<file path="config.mk">
export PLATFORM = sky130hd
export DESIGN_NAME = gblur_outq
export DESIGN_NICKNAME = d
export VERILOG_FILES = /design/src/rtl/gblur_pkg.sv /design/src/rtl/gblur_outq.sv
export SDC_FILE = /design/constraint.sdc
export NUM_CORES = 1
export LEC_CHECK = 0
export ABC_AREA = 1
export ABC_CLOCK_PERIOD_IN_PS = 4050
export BUFFER_PORTS_ARGS = -buffer_cell sky130_fd_sc_hd__clkbuf_2
export CAP_MARGIN = 30
export CORE_MARGIN = 8
export CORE_UTILIZATION = 45
export DETAILED_ROUTE_END_ITERATION = 16
export HOLD_SLACK_MARGIN = 0.05
export PLACE_DENSITY = 0.7
export SKIP_CTS_REPAIR_TIMING = 1
export SLEW_MARGIN = 20
export SYNTH_ARGS = -nofsm -noshare
export SYNTH_HDL_FRONTEND = slang
export SYNTH_SLANG_ARGS = --single-unit
</file>
<file path="constraint.sdc">
create_clock -name clk -period 4.05 [get_ports clk]
set_input_delay 0.2025 -clock clk [delete_from_list [all_inputs] [get_ports clk]]
set_output_delay 0.2025 -clock clk [all_outputs]
set_load 0.01 [all_outputs]
</file>
<file path="src/rtl/gblur_pkg.sv">
// Shared types and constants for the 3x3 RGB Gaussian blur.
// Used by the control, datapath, queue and top modules of the block and by its testbench.
package gblur_pkg;

    localparam int WIDTH_BITS  = 11;
    localparam int HEIGHT_BITS = 16;
    localparam int CHAN_W      = 8;
    localparam int PIX_W       = 3 * CHAN_W;

    localparam logic [WIDTH_BITS-1:0]  WIDTH_RESET  = 11'd1024;
    localparam logic [HEIGHT_BITS-1:0] HEIGHT_RESET = 16'd768;

    // register index as decoded from paddr[2]
    localparam logic REG_WIDTH  = 1'b0;
    localparam logic REG_HEIGHT = 1'b1;

    localparam int OUTQ_DEPTH = 3;
    localparam int QCNT_W     = 2;

    typedef logic [PIX_W-1:0] pixel_t;  // red [7:0], green [15:8], blue [23:16]

    typedef enum logic {
        OP_PIXEL = 1'b0,
        OP_DRAIN = 1'b1
    } opcode_t;

    // control for the item in the read/compute stage
    typedef struct packed {
        logic   valid;
        logic   emit;        // item produces a result
        logic   right_edge;  // right column replicates the center column
        logic   left_center; // left column replicates the center column
        logic   last;        // result closes the frame
        logic   proc;        // item builds a new window column
        logic   use_mem;     // line stores hold rows above
        logic   top_is_mid;  // second row: top replicates middle
        logic   bot_pix;     // bottom row is the incoming pixel
        logic   wr;          // write the line stores back
        logic   fwd;         // previous item wrote the same entry
        pixel_t pix;
    } stage_t;

    typedef struct packed {
        pixel_t pix;
        logic   last;
    } out_item_t;

endpackage

</file>
<file path="src/rtl/gblur_outq.sv">
// Three-entry output queue that decouples the result stream from the input side.
// Depends on gblur_pkg.
module gblur_outq (
    input  logic                         clk,
    input  logic                         rst_n,
    input  logic                         push,
    input  gblur_pkg::out_item_t         push_item,
    output logic [gblur_pkg::QCNT_W-1:0] count,
    output logic                         m_valid,
    input  logic                         m_ready,
    output gblur_pkg::out_item_t         m_item
);

    localparam int DEPTH = gblur_pkg::OUTQ_DEPTH;
    localparam int CW    = gblur_pkg::QCNT_W;

    gblur_pkg::out_item_t q_reg [DEPTH];
    logic [CW-1:0] head_reg, head_next;
    logic [CW-1:0] tail_reg, tail_next;
    logic [CW-1:0] count_reg, count_next;
    logic pop;

    assign pop = m_valid && m_ready;

    always_comb
    begin
        head_next  = head_reg;
        tail_next  = tail_reg;
        count_next = count_reg;
        if (pop)
        begin
            head_next = (head_reg == CW'(DEPTH - 1)) ? '0 : head_reg + CW'(1);
        end
        if (push)
        begin
            tail_next = (tail_reg == CW'(DEPTH - 1)) ? '0 : tail_reg + CW'(1);
        end
        unique case ({push, pop})
            2'b10:   count_next = count_reg + CW'(1);
            2'b01:   count_next = count_reg - CW'(1);
            default: count_next = count_reg;
        endcase
    end

    always_ff @(posedge clk)
    begin
        if (push)
        begin
            q_reg[tail_reg] <= push_item;
        end
    end

    always_ff @(posedge clk or negedge rst_n)
    begin
        if (!rst_n)
        begin
            head_reg  <= '0;
            tail_reg  <= '0;
            count_reg <= '0;
        end
        else
        begin
            head_reg  <= head_next;
            tail_reg  <= tail_next;
            count_reg <= count_next;
        end
    end

    assign count   = count_reg;
    assign m_valid = (count_reg != '0);
    assign m_item  = q_reg[head_reg];

endmodule

</file>
; Yosys cells after proc, flatten, opt, wreduce, memory -nomap -nowiden
; Memories as Yosys holds them, arrays and structs flattened.
; Cells that the tools add are included.
[word_totals]
word_cells = 20
mem_bits_rw = 75
mem_count = 1
ff_bits = 6
[mem_list]
columns = name, depth, width, read_ports, rd_ports_with_merged_regs, wr, line
row1 = q_reg, 3, 25, 1, 0, 1, gblur_outq.sv:17  ; gblur_pkg::out_item_t q_reg [DEPTH];
[op_classes]
n_eq_ne = 4
muxes = 5
addsub = 4
reduce_logical = 3
[ops]
columns = op, count
row1 = "2-bit by 1-bit adder with 2-bit output, second input constant", 3
row2 = "2-bit == test, second input constant", 3
row3 = 2-bit 2-to-1 mux, 2
row4 = 2-bit case mux with 2 select lines, 1
row5 = 2-bit nonzero test, 2
row6 = "2-bit by 1-bit == test with 1-bit output, second input constant", 1
row7 = 1-bit 2-to-1 mux, 2
row8 = "2-bit by 1-bit subtractor with 2-bit output, second input constant", 1
row9 = 1-bit logical AND, 1

; Depth between registers and ports, before layout
; Gate-level depths: netlist (run 1).
[logic_depth]
depth_word = 4
mapped_depth = 10
ltp_nobuf = 10

; Worst setup path before layout (run 1)
; Ideal clock, no wire load.
[synth_timing]
path_kind = register -> register
startpoint = register tail_reg[0]
endpoint = memory q_reg[2][0] (netlist name), enable pin
setup_ns = 0.438
slack_ns = 1.452
path_buffers = 0
arrival_time_ns = 2.160
stages_incl_launch_ff = 2
cell_sequence = dfrtp_1 nor3_1
[synth_rtl]
columns = element, line
row1 = from (decl), gblur_outq.sv:19  ; logic [CW-1:0] tail_reg, tail_next;
row2 = from (signal assigned), gblur_outq.sv:64  ; tail_reg <= tail_next;
row3 = to (decl), gblur_outq.sv:17
; Straight into the memory's write port.

==> metrics.md, run 1 <==
| Metric | Value |
|---|---|
| Core Footprint | 6644 um2 |
| Main flop type after synthesis | edfxtp_1 |
| Status | finished, final reports clean |
| DR vias/cell | 4.949 |
| Pwr/cell area | 749.2 nW/um2 |
| Synth top cells by count | 87 x nand2_1, 75 x edfxtp_1, 28 x nand3_1 |
| Count leader, synth | nand2_1 |
| FF-to-FF path depth | 4 |
| DR vias | 1846 |
| Reg-to-reg setup timing slack | 2.50 ns |
| Avg WL per Cell | 15.81 um |
| F_max | 465.2 MHz |
| CP arrival | 1.95 ns |
| Final Max Slew Viols | 0 |
| Global-route usage over all layers | 0.1267 |
| First-pass GRT wire length | 9211 um |
| Non-Filler Instances | 373 |
| Yosys top cell area share | 0.7466 |
| Worst setup EP type | output port |
| CP required | 3.85 ns |
| Clk slew on worst S/H paths | 0.08 ns |
| Total Neg Setup Slack | 0 ns |
| WHS | 0.06208 ns |
| Simple-gate share of the synthesized area | 0.1659 |
| NumNets Final | 318 |
| Relative slew slack | 0.5664 |
| Final WL | 5896 um |
| Port bufs | 56 |
| Crit Reg-Reg Endpoint | q_reg[1][20]$_DFFE_PP_ |
| Largest family of logic cells by synthesized area | simple AND/OR/NAND/NOR gates |
| Mux contribution to synthesized area | 0 |
| Routability Congestion | 0.7059 |
| DRT antenna net count | 0 |
| Cts bufs inserted | 9 |
| Peak supply drop | 0.3366 mV |
| Number of distinct library cells after synthesis | 15 |
| Synth Area in Compound Gates | 0.003318 |
| Hold Path Class | primary input to register |
| Final Hold Viols | 0 |
| Crit path launch type | register |
| Vias in the first global route | 1900 |
| Largest net degree at the start of global routing | 29 |
| Min-delay src | push_item[4] |
| DRT Pass-1 Iters | 4 |
| Async SR Flop Fraction | 0.07407 |
| Initial antenna violation count | 0 |
| Clk sinks | 81 |
| Leak Pwr | 1.502 nW |
| End of the critical path | m_item[16] |
| Tcrit/Tclk final | 0.5308 |
| Area growth syn-to-layout | 22.98% |
| Worst-Skew Late Latency | 0.34 ns |
| Die area | 9580 um2 |
| Setup crit start | head_reg[1]$_DFFE_PN0P_ |
| Syn Area/Cell | 13.59 um2 |
| Initial Util | 0.4540 |
| Post-synthesis sequential area ratio | 0.7964 |
| Reg-to-reg startpoint | tail_reg[1]$_DFFE_PN0P_ |
| FF+latch count, synth | 81 |
| Max FFs per register | 75 |
| Post-DP HPWL | 3873 um |
| Total congestion overflow | 0 |
| Slew at the pin with the worst max-slew slack | 0.6488 ns |
| Top cell type by total area after synthesis | edfxtp_1 |
| CTS tree | yes |
| Share of layout cells above drive strength 1 | 0.2696 |
| Die width | 97.88 um |
| Die height | 97.88 um |
| I/O pin count | 57 |
| DR iter-0 viols | 78 |
| Std-Cell Rows | 30 |
| Post-synthesis xor/xnor area fraction | 0.002903 |
| Area of the mapped netlist | 3017 um2 |
| Yosys warns | 0 |
| Mapped Cells | 222 |
| Drt drc | 0 |
| CP Max Fanout | 26 |
| Final Util | 0.5584 |
| Diode count | 0 |
| Clock tree root driver cell | clkbuf_8 |
| Max Cap Violations | 0 |
| RSZ-0062 raised after global routing | no |
| Setup Skew | 0.009282 ns |
| Setup Viol. Count Final | 0 |
| CTS Buffer Depth | 2 |
| Crit path time final | 2.150 ns |
| Post-synth net total | 252 |
| Post-synthesis adder-cell area fraction | 0.004148 |
| CTS H-Tree Depth | 3 |
| Worst setup path category | register to output port |
| EDFF count, synth | 75 |
| Placed cells | 354 |
| Main area contributors after synthesis | edfxtp_1 75%, nand2_1 11%, dfrtp_1 5.0% |
## cell type report
class                           count  area, um2
Sequential cell                    81       2402
Clock buffer                        9      123.9
Fill cell                         552       2934
Tap cell                           80      100.1
Inverter                           11      41.29
Multi-Input combinational cell    123      536.8
Clock inverter                      7      140.1
Timing Repair Buffer               62      365.4
## per-stage QoR
| step | worst slack [ns] | power (mW) | instance area (um2) |
|---|---|---|---|
| after floorplan | 1.452 | 1.686 | 3017 |
| after global placement | 1.925 | 2.010 | 3368 |
| after detailed placement | 1.926 | 2.054 | 3411 |
| after CTS | 1.533 | 2.804 | 3675 |
| after global routing | 1.714 | 2.948 | 3710 |
| final | 1.900 | 2.779 | 3710 |
## placed cells by master, fill, tap and decap left out
cell | netlist | layout
buf_16 | 0 | 1
buf_4 | 3 | 1
buf_8 | 0 | 2
bufinv_16 | 0 | 4
clkbuf_2 | 0 | 56
clkbuf_8 | 0 | 9
clkinv_1 | 0 | 1
clkinvlp_4 | 0 | 1
dfrtp_1 | 6 | 6
dlygate4sd3_1 | 0 | 2
edfxtp_1 | 75 | 75
ha_1 | 1 | 1
inv_1 | 10 | 10
inv_2 | 1 | 1
inv_6 | 0 | 1
nand2_1 | 87 | 87
nand3_1 | 28 | 28
nand4_1 | 1 | 1
nor2_4 | 2 | 2
nor3_2 | 0 | 1
o21ai_0 | 2 | 2
xnor2_1 | 1 | 1
## metal layers
metal | track usage | up-vias | part of all wire
met5 | 0 | - | 0
met4 | 0.07554 | 0 | 0.023
met3 | 0.03841 | 12 | 0.054
met2 | 0.2139 | 53 | 0.52
met1 | 0.1376 | 885 | 0.41
li1 | - | 896 | -
## kinds of logic after synthesis
logic type / count (synthesis)
simple gates: 119
compound gates: 2
xor+xnor: 1
flops: 81
fa+ha+maj: 1
buf+inv: 18
## worst max-delay path, stage by stage, from the launching register on
cell      delay, ns
dfrtp_1        0.59
nor2_4         0.60
nand2_1        0.15
nand3_1        0.13
clkbuf_2       0.14
## where the power goes
part,leakage [nW],total (mW),internal [mW],switching (mW)
clock network,0.127,0.752,0.472,0.280
registers,0.766,1.15,1.08,0.0733
logic,0.609,0.875,0.312,0.563
## worst min-delay path by stage
stage	to	slack, ns	cells after the start
2_1_floorplan	count[0]$_DFFE_PN0P_	-0.09	0
3_3_place_gp	count[0]$_DFFE_PN0P_	0.04	1
3_5_place_dp	count[0]$_DFFE_PN0P_	0.04	1
4_1_cts	count[1]$_DFFE_PN0P_	-0.34	1
5_1_grt	q_reg[1][11]$_DFFE_PP_	0.05	1
6_report	q_reg[0][4]$_DFFE_PP_	0.06	1
(Power assumes the default switching activity.)
==> run 2: changes to the inputs <==
ABC_AREA = 0   (was 1)
ABC_CLOCK_PERIOD_IN_PS = 2200   (was 4050)
clock period = 2.2 ns   (was 4.05 ns; I/O delays follow)
==> run 2 against run 1 <==
  * Sequential power up 92%
  * Global-route usage down 1.3 points
  * Sequential share of layout area down 2.8 points
  * Register-to-register slack worse by 1.8 ns
  * Critical path depth unchanged
  * Via count down 5.3%
  * Area after synthesis up 2.1%
  * Final cell count down 3.2%
  * Largest power group unchanged
  * Count of clock-buffer cells in the layout up 1
  * Combinational power up 66%
  * Worst setup slack worse by 1.5 ns
==> metrics.md, run 2 <==
| Metric | Value |
|---|---|
| Status | finished, final reports clean |
| CP max stage delay | 0.65 ns |
| EDFF count, synth | 75 |
| Cts bufs inserted | 9 |
| Largest net degree at the start of global routing | 27 |
| Clk sinks | 81 |
| Leak Pwr | 1.494 nW |
| Slew at the pin with the worst max-slew slack | 0.4418 ns |
| Routability Congestion | 0.6911 |
| Setup ws final | 0.3880 ns |
| Final Max Slew Viols | 0 |
| Max FFs per register | 75 |
| Main area contributors after synthesis | edfxtp_1 73%, mux2i_1 8.1%, dfrtp_1 4.9% |
| Mux contribution to synthesized area | 0.08123 |
| Total Neg Setup Slack | 0 ns |
| Relative slew slack | 0.7055 |
| CTS Buffer Depth | 2 |
| Crit path time final | 1.812 ns |
| CTS H-Tree Depth | 3 |
| Simple-gate share of the synthesized area | 0.04671 |
| Main flop type after synthesis | edfxtp_1 |
| Drt drc | 0 |
| Mapped Cells | 185 |
| Yosys warns | 0 |
| Delay-heaviest family, CP | flip-flops |
| DR iter-0 viols | 88 |
| CP Max Fanout | 17 |
| Clk slew on worst S/H paths | 0.07 ns |
| Tcrit/Tclk final | 0.8237 |
| RSZ-0062 raised after global routing | no |
| Std-Cell Rows | 30 |
| Slowest CP cell | dfrtp_2 |
| FF-to-FF path depth | 5 |
| Post-synth net total | 215 |
| DR vias/cell | 4.842 |
| Vias in the first global route | 1640 |
| Port bufs | 56 |
| Worst-path cell chain | buf_4 -> mux2i_1 -> o21ai_1 -> clkbuf_2 |
| Max Cap Violations | 0 |
| Final Hold Viols | 0 |
| First-pass GRT wire length | 8314 um |
| Peak supply drop | 0.6451 mV |
| Post-synthesis sequential area ratio | 0.7799 |
| Commonest non-fill, non-tap cell in the layout | edfxtp_1 |
| Post-synthesis xor/xnor area fraction | 0.008530 |
| Share of layout cells above drive strength 1 | 0.2989 |
| Placed cells | 319 |
| DRT antenna net count | 0 |
| Area of the mapped netlist | 3080 um2 |
| Hold Path Class | primary input to async pin |
| DRT Pass-1 Iters | 4 |
| Worst setup EP type | output port |
| Number of distinct library cells after synthesis | 21 |
| Setup Viol. Count Final | 0 |
| NumNets Final | 306 |
| Async SR Flop Fraction | 0.07407 |
| CTS tree | yes |
| Commonest non-fill, non-tap cells in the layout | 75 x edfxtp_1, 56 x clkbuf_2, 27 x nand2_1 |
| Worst-Skew Late Latency | 0.34 ns |
| Synth Area in Compound Gates | 0.05118 |
| Top cell type by total area after synthesis | edfxtp_1 |
| Number of cells on the critical path | 4 |
| Count leader, synth | edfxtp_1 |
| Synth top cells by count | 75 x edfxtp_1, 27 x nand2_1, 26 x o21ai_1 |
| CP arrival | 1.70 ns |
| Final WL | 5623 um |
| DR vias | 1748 |
| WHS | 0.1352 ns |
| Avg WL per Cell | 15.58 um |
| F_max | 551.9 MHz |
| Core Footprint | 6719 um2 |
| Area growth syn-to-layout | 26.08% |
| Non-Filler Instances | 361 |
| Global-route usage over all layers | 0.1141 |
| Yosys top cell area share | 0.7311 |
| Largest family of logic cells by synthesized area | multiplexers |
| FF+latch count, synth | 81 |
| Initial Util | 0.4585 |
| Initial antenna violation count | 0 |
| I/O pin count | 57 |
| Die width | 98.74 um |
| Post-DP HPWL | 3484 um |
| Clock tree root driver cell | clkbuf_8 |
| Syn Area/Cell | 16.65 um2 |
| CP bufs+invs | 2 |
| Total congestion overflow | 0 |
| CP required | 2.09 ns |
| Die area | 9749 um2 |
| Setup Skew | 0.004136 ns |
| Dpl ws | 0.6809 ns |
| Diode count | 0 |
| Post-synthesis adder-cell area fraction | 0.004062 |
| Die height | 98.74 um |
| Worst setup path category | register to output port |
| Pwr/cell area | 1175 nW/um2 |
| Crit path launch type | register |
-- run 2: logic make-up (layout without fill, tap and decap cells) --
kind of cell	count (synthesis)	in the layout
DFF	81	81
xor gates and xnor gates	3	3
muxes	25	25
and+or+nand+nor	34	34
adders and majority gates	1	1
AOI/OAI and AO/OA	30	30
buffers and inverters	11	107
-- run 2: power breakdown --
group	leakage [nW]	switching [mW]	internal [mW]
Combinational	0.647	0.814	0.638
Sequential	0.763	0.222	1.99
Clock	0.0835	0.497	0.402
Total	1.49	1.53	3.03
-- run 2: final timing paths --
check                                         from                      end  slack (ns)
max reg2reg                   count[0]$_DFFE_PN0P_     count[1]$_DFFE_PN0P_        0.68
min                                          rst_n  tail_reg[0]$_DFFE_PN0P_        0.14
max                        head_reg[0]$_DFFE_PN0P_               m_item[15]        0.39
max in group asynchronous                    rst_n  head_reg[1]$_DFFE_PN0P_        1.89
min in group clk                           m_ready  head_reg[1]$_DFFE_PN0P_        0.18
min reg2reg                   count[1]$_DFFE_PN0P_     count[1]$_DFFE_PN0P_        0.51
-- run 2: per-layer routing --
layer | routed length (um) | track usage | share of wire | vias to the layer above
met3 | 318 | 0.04017 | 0.057 | 4
li1 | - | - | - | 868
met1 | 2327 | 0.1267 | 0.41 | 839
met5 | 0 | 0 | 0 | -
met4 | 53 | 0.06375 | 0.0094 | 0
met2 | 2923 | 0.1873 | 0.52 | 37
-- run 2: worst reg2reg max path: cells and delay by family (launching register included) --
family	cells	cell delay, ns
xor+xnor	1	0.15
compound gates	1	0.35
buf+inv	1	0.08
flops	1	0.43
fa+ha+maj	1	0.31
simple gates	1	0.13
-- run 2: layout make-up --
| class | count | area (um2) |
|---|---|---|
| multi-input cells | 93 | 615.6 |
| flip-flops and latches | 81 | 2405 |
| repair buffers | 89 | 593.1 |
| inverters | 2 | 7.507 |
| well taps | 80 | 100.1 |
| clock buffers | 10 | 127.6 |
| fillers | 544 | 2835 |
| clock inverters | 6 | 35.03 |
-- run 2: per-stage QoR --
stage	util	cell area [um2]	total power, mW
6_report	0.5780	3884	4.564
3_3_place_gp	0.5151	3461	3.675
3_5_place_dp	0.5151	3461	3.700
5_1_grt	0.5780	3884	4.845
4_1_cts	0.5393	3623	4.605
2_1_floorplan	-	3090	3.164
