[config.mk]
export PLATFORM = sky130hd
export DESIGN_NAME = gblur_datapath
export DESIGN_NICKNAME = d
export VERILOG_FILES = /design/src/rtl/gblur_pkg.sv /design/src/rtl/gblur_datapath.sv
export SDC_FILE = /design/constraint.sdc
export NUM_CORES = 1
export LEC_CHECK = 0
export CAP_MARGIN = 20
export CORE_MARGIN = 2
export CORE_UTILIZATION = 40
export CTS_CLUSTER_DIAMETER = 150
export CTS_CLUSTER_SIZE = 10
export DETAILED_ROUTE_END_ITERATION = 8
export DONT_BUFFER_PORTS = 1
export GPL_ROUTABILITY_DRIVEN = 0
export GPL_TIMING_DRIVEN = 0
export PLACE_DENSITY = 0.55
export SLEW_MARGIN = 20
export SYNTH_ARGS = -nofsm -noshare
export SYNTH_HDL_FRONTEND = slang
export SYNTH_SLANG_ARGS = --single-unit
[constraint.sdc]
create_clock -name clk -period 9.5 [get_ports clk]
set_input_delay 0.475 -clock clk [delete_from_list [all_inputs] [get_ports clk]]
set_output_delay 0.475 -clock clk [all_outputs]
set_load 0.01 [all_outputs]
[src/rtl/gblur_pkg.sv]
// Shared types and constants for the 3x3 RGB Gaussian blur.
// Used by the control, datapath, queue and top modules of the block and by its testbench.
package gblur_pkg;

    localparam int WIDTH_BITS  = 11;
    localparam int HEIGHT_BITS = 16;
    localparam int CHAN_W      = 8;
    localparam int PIX_W       = 3 * CHAN_W;

    localparam logic [WIDTH_BITS-1:0]  WIDTH_RESET  = 11'd1024;
    localparam logic [HEIGHT_BITS-1:0] HEIGHT_RESET = 16'd768;

    // register index as decoded from paddr[2]
    localparam logic REG_WIDTH  = 1'b0;
    localparam logic REG_HEIGHT = 1'b1;

    localparam int OUTQ_DEPTH = 3;
    localparam int QCNT_W     = 2;

    typedef logic [PIX_W-1:0] pixel_t;  // red [7:0], green [15:8], blue [23:16]

    typedef enum logic {
        OP_PIXEL = 1'b0,
        OP_DRAIN = 1'b1
    } opcode_t;

    // control for the item in the read/compute stage
    typedef struct packed {
        logic   valid;
        logic   emit;        // item produces a result
        logic   right_edge;  // right column replicates the center column
        logic   left_center; // left column replicates the center column
        logic   last;        // result closes the frame
        logic   proc;        // item builds a new window column
        logic   use_mem;     // line stores hold rows above
        logic   top_is_mid;  // second row: top replicates middle
        logic   bot_pix;     // bottom row is the incoming pixel
        logic   wr;          // write the line stores back
        logic   fwd;         // previous item wrote the same entry
        pixel_t pix;
    } stage_t;

    typedef struct packed {
        pixel_t pix;
        logic   last;
    } out_item_t;

endpackage

[src/rtl/gblur_datapath.sv]
// Compute stage: column build from line store data, window, 3x3 weighted sum,
// line store write-back with forwarding. Depends on gblur_pkg.
module gblur_datapath #(
    parameter int MAX_WIDTH = 1024
) (
    input  logic                          clk,
    input  logic                          rst_n,
    input  gblur_pkg::stage_t             s1,
    input  logic [$clog2(MAX_WIDTH)-1:0]  s1_addr,
    input  gblur_pkg::pixel_t             up_rd,
    input  gblur_pkg::pixel_t             mid_rd,
    output logic                          wr_en,
    output logic [$clog2(MAX_WIDTH)-1:0]  wr_addr,
    output gblur_pkg::pixel_t             up_wr,
    output gblur_pkg::pixel_t             mid_wr,
    output logic                          push,
    output gblur_pkg::out_item_t          push_item
);

    localparam int CW = gblur_pkg::CHAN_W;

    // window: entries 0..2 newest column, 3..5 the one before; top, middle, bottom
    gblur_pkg::pixel_t win_reg [6];
    gblur_pkg::pixel_t fwd_up_reg, fwd_mid_reg;

    gblur_pkg::pixel_t mid_mem, up_mem;
    gblur_pkg::pixel_t col [3];
    gblur_pkg::pixel_t lft [3];
    gblur_pkg::pixel_t rgt [3];

    function automatic logic [CW-1:0] blur_chan(
        input logic [CW-1:0] l0, input logic [CW-1:0] l1, input logic [CW-1:0] l2,
        input logic [CW-1:0] c0, input logic [CW-1:0] c1, input logic [CW-1:0] c2,
        input logic [CW-1:0] r0, input logic [CW-1:0] r1, input logic [CW-1:0] r2
    );
        logic [CW+1:0] sl, sc, sr;
        logic [CW+3:0] s;
        logic [CW+3:0] t;
        sl = {2'b0, l0} + {1'b0, l1, 1'b0} + {2'b0, l2};
        sc = {2'b0, c0} + {1'b0, c1, 1'b0} + {2'b0, c2};
        sr = {2'b0, r0} + {1'b0, r1, 1'b0} + {2'b0, r2};
        s  = {2'b0, sl} + {1'b0, sc, 1'b0} + {2'b0, sr};
        t  = s + (CW+4)'(8);
        // sum is at most 16*255, so the rounded quotient never exceeds 255
        return t[CW+3:4];
    endfunction

    assign mid_mem = s1.fwd ? fwd_mid_reg : mid_rd;
    assign up_mem  = s1.fwd ? fwd_up_reg  : up_rd;

    always_comb
    begin
        col[1] = s1.use_mem ? mid_mem : '0;
        col[0] = s1.use_mem ? (s1.top_is_mid ? mid_mem : up_mem) : '0;
        col[2] = s1.bot_pix ? s1.pix : col[1];
        for (int k = 0; k < 3; k++)
        begin
            lft[k] = s1.left_center ? win_reg[k] : win_reg[k+3];
            rgt[k] = s1.right_edge ? win_reg[k] : col[k];
        end
    end

    always_comb
    begin
        push_item.last = s1.last;
        for (int ch = 0; ch < 3; ch++)
        begin
            push_item.pix[ch*CW +: CW] = blur_chan(
                lft[0][ch*CW +: CW], lft[1][ch*CW +: CW], lft[2][ch*CW +: CW],
                win_reg[0][ch*CW +: CW], win_reg[1][ch*CW +: CW], win_reg[2][ch*CW +: CW],
                rgt[0][ch*CW +: CW], rgt[1][ch*CW +: CW], rgt[2][ch*CW +: CW]);
        end
    end

    assign push    = s1.valid && s1.emit;
    assign wr_en   = s1.valid && s1.wr;
    assign wr_addr = s1_addr;
    assign up_wr   = mid_mem;
    assign mid_wr  = s1.pix;

    always_ff @(posedge clk)
    begin
        if (wr_en)
        begin
            fwd_up_reg  <= mid_mem;
            fwd_mid_reg <= s1.pix;
        end
    end

    always_ff @(posedge clk or negedge rst_n)
    begin
        if (!rst_n)
        begin
            for (int k = 0; k < 6; k++)
            begin
                win_reg[k] <= '0;
            end
        end
        else if (s1.valid && s1.proc)
        begin
            for (int k = 0; k < 3; k++)
            begin
                win_reg[k+3] <= win_reg[k];
                win_reg[k]   <= col[k];
            end
        end
    end

endmodule

After elaboration in Yosys (flattened, before gate mapping) --
Cells that the tools add are included.
Operators by class: add/subtract/negate cells 27, mux-type cells 12, reduce and logical (&&, ||, !) cells 3
Operators with widths (count):
- 2-to-1 mux 24 bit | 12
- adder 10 x 8 -> 10 bit | 9
- adder 8 x 9 -> 10 bit | 9
- adder 10 x 11 -> 12 bit | 3
- adder 12 x 10 -> 12 bit | 3
- adder 12 x 4 -> 12 bit, second input constant | 3
- logical AND 1 bit | 3
Storage, ports and cells: flip-flop bits (word level) 192, output and inout bits 85, word-level logic and storage cells 50

Depth between registers and ports, before layout --
Gate-level depths: netlist (run 1).
depth in word-level cells 8, gate-level depth with buffers 21, depth with buffers taken out 21

Least setup slack after synthesis (run 1) --
Ideal clock, no wire load.
kind reg2out, start register win_reg[89] in the netlist's numbering, end output port push_item[24] in the netlist's numbering, arrival time 5.351 ns, data required time 9.025 ns, slack 3.674 ns, cell stages (with the launch flop) 20, path through dfrtp_1 > fa_1 > ha_1 > fa_1 > a21o_1 > a21oi_1 > o21ai_0 > nor2_1 > xor2_1 > fa_1 > inv_1 > ha_1 > fa_1 > inv_1 > fa_1 > inv_1 > ha_1 > and3_1 > a21bo_2 > o311ai_0
RTL lines:
- start, declared | line gblur_datapath.sv:23 | gblur_pkg::pixel_t win_reg [6];
- start signal, assigned by index | line gblur_datapath.sv:103 | win_reg[k+3] <= win_reg[k];
- start signal, assigned by index | line gblur_datapath.sv:104 | win_reg[k] <= col[k];
- end, declared | line gblur_datapath.sv:17 | output gblur_pkg::out_item_t push_item

==> run summary, run 1 <==
Fin Setup TNS - 0 ns
Critical R2R Launch - fwd_mid_reg[23]$_DFFE_PP_
Net switching power - 3.307 mW
Reg area - 5045 µm²
1st-iter DRT viols - 716
Drt pass-1 iters - 5
IO Pins - 180
RSZ-0062 raised after global routing - false
Overall Global Routing Usage - 23.17%
Starting Density - 40.51%
Post-synthesis mux area share - 17.13%
Post-DP HPWL - 32930 µm
Ys flop type - dfrtp_1
FP Rows - 71
Slew @ Worst Pin - 1.011 ns
Startpoint Class - input port
Most frequent cells in the layout - 181 x inv_1, 151 x mux2_2, 150 x nand2_1
Final Skew - 0.01358 ns
Synth Area in XOR/XNOR - 2.076%
First-pass GRT wire length - 66180 µm
Post-Place Setup Slack - 2.737 ns
Largest family of logic cells by synthesized area - adder cells
Longest Clk Path Bufs - 2
Worst endpoint required time - 9.03 ns
Switching part of the total - 49.91%
Post-synth EDFFs - 48
Synth Area in Simple Gates - 6.821%
Clk pin slew, worst setup/hold paths - 0.07 ns
Seq/Total Area, Yosys - 33.22%
Core area - 37490 µm²
Outcome - finished, final reports clean
Final period util - 72.56%
Number of synthesized register bits - 192
Leakage power - 7.802 nW
Port Buffer Count - 0
H-tree depth - 4
Vias - 10510
Max Cap Viol - 0
Max frequency - 145.1 MHz
Post-synthesis adder-cell area fraction - 24.86%
CP Data Arrival Time - 6.42 ns
Die footprint - 39550 µm²
Worst-Skew Late Latency - 0.46 ns
Max Slew Vio Count - 0
Post-synthesis cell type count - 54
Worst Setup End Kind - output port
Setup violators final - 0
Die width - 198.9 µm
Root buffer cell - clkbuf_16
PD cells - 402.5 nW/µm²
Maximum vdd drop - 827.8 µV
Die height - 198.9 µm
Grt total ovfl - 0
Drt total wl - 44230 µm
Synth warnings - 0
Area of the multi-input gates - 8941 µm²
Post-synthesis net count - 1727
Clock power share - 10.9%
Final Hold Viols - 0
Area Growth Syn to Fin - 8.386%
Hold WC Path Type - input port to asynchronous set/reset pin
Netlist Area Pre-Place - 15190 µm²
Flip-flop count of the largest register after layout - 144
Mapped Cells - 1413
CP startpoint - s1[27]
Int Power - 3.319 mW
Most common cell after layout, fill and taps aside - inv_1
Vias per inst - 5.357
Crit-path max FO - 10
Fin crit period - 6.893 ns
Post-CTS Resized - 0
CTS Buf Count - 17
Pin count of the biggest net entering global routing - 145
Setup CP Type - input port to output port
DRC Markers - 0
Layout cell share with drive strength beyond 1 - 17.28%
Post-route worst setup slack - 2.607 ns
Sequential power share - 16.0%
Syn Area/Cell - 10.75 µm²
Vias in the first global route - 10610
Async set-reset flop share out of synthesis - 75.00%
Relative slew slack - 32.57%
Filler Cell Count - 3677
Final Power - 6.627 mW
Clock sink count - 192
Combinational share of power - 73.1%
WL/cell - 22.55 µm
Nets - 1748
Antenna viol nets, final - 0
Complex-gate fraction of the synthesized area - 7.966%
Antenna violations before repair - 4
CTS tree - yes
[logic make-up (layout without fill, tap and decap cells)]
group	after synthesis	in the layout
buffers and inverters	278	312
multiplexers	241	241
AND/OR/NAND/NOR	241	241
adder cells (fa/ha/maj)	219	219
AO/OA/AOI/OAI	206	206
flip-flops	192	192
XOR/XNOR	36	36
other	0	3
[critical path: stages]
cell      delay, ns
inv_1          0.15
clkbuf_1       0.59
clkbuf_1       0.72
o211ai_1       0.23
o21ai_0        0.35
fa_1           0.48
fa_1           0.51
fa_1           0.51
fa_1           0.52
or3b_2         0.47
fa_1           0.47
nor2b_1        0.17
nor3_1         0.08
o21a_1         0.21
o21ai_0        0.20
xor2_1         0.27
[cell type report]
type	instances	area share, %
multi-input combinational	943	54.31
sequential	192	30.65
inverter	181	4.127
tap	511	3.884
buffer	97	3.200
clock buffer	22	3.017
clock inverter	10	0.4332
timing repair buffer	2	0.3344
antenna	3	0.04560
[through the flow]
step	instance area [µm²]	hold slack (ns)	utilization, %	instances
final	16460	0.01258	43.91	1961
after global placement	15830	0.1886	42.22	1924
after floorplan	15190	0.1794	-	1413
after CTS	16450	0.06262	43.89	1958
after detailed placement	15860	0.1878	42.30	1925
after global routing	16460	0.06764	43.91	1960
[path summary, 6_finish.rpt]
path	endpoint	slack, ns	cells after the start
worst max-delay path	push_item[8]	2.61	16
worst min-delay path	win_reg[52]$_DFFE_PN0P_	0.01	1
worst max register to register	win_reg[95]$_DFFE_PN0P_	8.03	4
worst min register to register	win_reg[69]$_DFFE_PN0P_	0.50	1
max in group asynchronous	win_reg[87]$_DFFE_PN0P_	8.90	1
min in group clk	fwd_mid_reg[2]$_DFFE_PP_	0.11	0
[power by group through the flow]
stage | Sequential (mW) | Combinational, mW | Clock, mW
CTS | 1.06 | 4.97 | 0.728
detailed placement | 1.08 | 4.90 | 0
global placement | 1.07 | 4.82 | 0
floorplan | 1.05 | 3.84 | 0
finish | 1.06 | 4.84 | 0.721
global route | 1.08 | 5.55 | 0.758
[cells in the mapped netlist, types with 2 or more instances]
master,n,area [µm²]
nor2b_1,4,25.02
nor4_1,2,12.51
a21o_1,8,60.06
dfrtp_1,144,3603
and4b_1,3,30.03
nor3_1,12,60.06
buf_2,18,90.09
nand3b_1,3,22.52
buf_4,37,277.8
clkbuf_1,34,127.6
fa_1,138,2763
mux2i_1,90,900.9
a21oi_1,46,230.2
a211oi_1,2,15.01
mux2_2,151,1700
and2_1,6,37.54
ha_1,81,1013
a21oi_2,2,17.52
nand4b_1,2,17.52
xor2_1,13,113.9
nor2_1,42,157.7
edfxtp_1,48,1441
nand3_1,6,30.03
o21ai_0,100,500.5
o21bai_1,3,22.52
or3_1,2,12.51
o211ai_1,28,210.2
inv_1,181,679.4
xnor2_1,23,201.4
buf_1,8,30.03
o21a_1,3,22.52
and3_1,2,12.51
nand2_1,150,563.0
[what timing repair did]
| action | 4_1_cts | 5_1_grt |
|---|---|---|
| hold buffers | 1 | 0 |
| endpoints found under the hold margin | 144 | 0 |
| buffers inserted | 0 | 0 |
[per-layer routing]
layer / vias to the layer above / GRT usage (%) / share of wire (%)
li1: 4751 / - / -
met1: 5328 / 32.06 / 43
met2: 371 / 37.06 / 47
met3: 51 / 4.934 / 7.8
met4: 4 / 5.666 / 1.5
met5: - / 0.8940 / 0.15
(Power assumes the default switching activity.)
==> inputs of run 2 (changes only) <==
--- a/config.mk
+++ b/config.mk
@@ -14,7 +14,7 @@
 export DONT_BUFFER_PORTS = 1
 export GPL_ROUTABILITY_DRIVEN = 0
 export GPL_TIMING_DRIVEN = 0
-export PLACE_DENSITY = 0.55
+export PLACE_DENSITY = 0.57
 export SLEW_MARGIN = 20
 export SYNTH_ARGS = -nofsm -noshare
 export SYNTH_HDL_FRONTEND = slang
==> constraint.sdc (replaced) <==
create_clock -name clk -period 5.63 [get_ports clk]
set_input_delay 0.2815 -clock clk [delete_from_list [all_inputs] [get_ports clk]]
set_output_delay 0.2815 -clock clk [all_outputs]
set_load 0.01 [all_outputs]
==> run 2 against run 1 <==
Net effect:
- the run now ends with negative setup slack left
- cell count grew 3.5%
- hold slack improved by 0.10 ns
- register-to-register slack got worse by 3.9 ns
- wire length is 2.4% higher
- critical endpoint is now push_item[24]
- sequential share of layout area fell by 1.9 points
- critical path depth increased by 9
- first-iteration DRC count up 20%
- final area rose by 6.7%
- global-route usage up 0.17 points
- flip-flop and latch count unchanged
- die area stayed put
- highest routed layer unchanged
- clock-buffer cell count unchanged
==> run summary, run 2 (synthesis results as in run 1) <==
Most frequent cells in the layout - 169 x inv_1, 148 x nand2_1, 148 x mux2_2
IO Pins - 180
CP Data Arrival Time - 5.60 ns
Starting Density - 40.51%
Outcome - complete, but fails checks
Max Cap Viol - 0
Post-route worst setup slack - -0.2508 ns
DRC Markers - 0
Fin crit period - 5.881 ns
Die footprint - 39550 µm²
Final period util - 104.5%
Register-to-Register Setup Slack - 4.16 ns
Critical R2R Capture - win_reg[95]$_DFFE_PN0P_
Area Growth Syn to Fin - 15.66%
Vias - 10800
Max Slew Vio Count - 0
Clk pin slew, worst setup/hold paths - 0.08 ns
Relative slew slack - 31.44%
Vias in the first global route - 10960
FP Rows - 71
M1 GR Usage - 32.19%
Area of the multi-input gates - 9403 µm²
CTS Buf Count - 17
Pin count of the biggest net entering global routing - 145
Nets - 1814
Final Hold Viols - 0
CTS tree - yes
Port Buffer Count - 0
Setup violators final - 9
Slew @ Worst Pin - 1.028 ns
Die height - 198.9 µm
Overall Global Routing Usage - 23.34%
Final Skew - 0.01311 ns
Setup CP Type - register to output port
Drt total wl - 45280 µm
Vias per inst - 5.320
Core occupancy in the finished layout - 46.86%
1st-iter DRT viols - 857
Most used cell, CP - buf_4
Crit path max-delay family - adder cells
Critical R2R Launch - fwd_mid_reg[23]$_DFFE_PP_
Reg2Reg Depth - 4
First-pass GRT wire length - 66980 µm
GRT Max-Usage Layer - met2
Die width - 198.9 µm
M2 GR Usage - 38.14%
WL/cell - 22.31 µm
Crit path max-delay cell type - fa_1
Hold WC Path Type - input port to register
Clock sink count - 192
Hold path depth - 1
Flip-flop count of the largest register after layout - 144
Worst Setup End Kind - output port
Filler Cell Count - 3558
Antenna viol nets, final - 0
Post-DP HPWL - 32520 µm
Failing checks - negative setup slack
WHS - 0.1124 ns
RSZ-0062 raised after global routing - true
Hold endpoint - fwd_up_reg[21]$_DFFE_PP_
Antenna violations before repair - 6
Core area - 37490 µm²
H-tree depth - 4
Max frequency - 170.0 MHz
Longest Clk Path Bufs - 2
Crit-path max FO - 4
Drt pass-1 iters - 5
Reg area - 5050 µm²
Max incr delay on CP - 0.51 ns
Root buffer cell - clkbuf_16
Most common cell after layout, fill and taps aside - inv_1
Grt total ovfl - 0
Worst endpoint required time - 5.35 ns
Met3 usage - 4.442%
Startpoint Class - register
Hold Startpoint - mid_rd[21]
Buffers and inverters on the worst path - 11
Worst-Skew Late Latency - 0.45 ns
Layout cell share with drive strength beyond 1 - 24.79%
-- run 2: changes by cell type in the layout (fill, tap and decap cells not counted), sizes merged --
cell	change
buf	+40
dlygate4sd3	+25
diode	+2
bufinv	+1
clkdlybuf4s15	+1
clkinv	-1
clkinvlp	+1
inv	-1
-- run 2: worst max-delay path by stage --
stage	from	end	slack (ns)	depth (start not counted)
finish	win_reg[89]$_DFFE_PN0P_	push_item[24]	-0.25	25
global route	win_reg[89]$_DFFE_PN0P_	push_item[24]	-0.38	20
CTS	win_reg[81]$_DFFE_PN0P_	push_item[16]	-0.22	21
detailed placement	s1[27]	push_item[8]	-0.83	16
global placement	s1[27]	push_item[8]	-0.73	16
floorplan	win_reg[81]$_DFFE_PN0P_	push_item[16]	0.11	21
-- run 2: worst reg2reg max path, cell delays in order, from the launching register on --
cell and delay, ns:
edfxtp_1 0.36, mux2_2 0.33, nand2_1 0.15, o21ai_0 0.18, mux2_2 0.34
-- run 2: layer usage --
metal / vias to the layer above / wire [µm]
met5: - / 8
li1: 4873 / -
met3: 51 / 3655
met4: 2 / 686
met2: 393 / 21410
met1: 5476 / 19520
-- run 2: what timing repair did --
| action | in CTS | in global routing |
|---|---|---|
| pin swaps | 49 | 44 |
| hold buffers | 26 | 0 |
| setup endpoints to repair | 20 | 13 |
| gates cloned | 0 | 0 |
| hold endpoints to repair | 168 | 0 |
| resized for setup | 80 | 41 |
| setup buffers | 33 | 8 |
-- run 2: cell type report --
class                   count  share of cell area (%)
repair buffers             68                   3.533
diodes                      5                 0.07123
clock inverters            10                  0.5413
well taps                 511                   3.640
plain buffers              97                   3.191
inverters                 181                   3.868
multi-input cells         943                   53.53
flip-flops and latches    192                   28.75
clock buffers              22                   2.885
-- run 2: stage by stage --
| step | setup slack [ns] | instance area, µm² | TNS (ns) | std cells |
|---|---|---|---|---|
| after global placement | -0.7317 | 15830 | -5.128 | 1924 |
| final | -0.2508 | 17570 | -1.194 | 2029 |
| after global routing | -0.3768 | 17560 | -2.716 | 2027 |
| after CTS | -0.2191 | 17320 | -1.383 | 2016 |
| after detailed placement | -0.8290 | 15860 | -6.419 | 1925 |
| after floorplan | 0.1061 | 15190 | 0 | 1413 |
Power of run 2 is not shown: default switching activity piles up to over one toggle a cycle in this logic, so the estimate is an artifact.
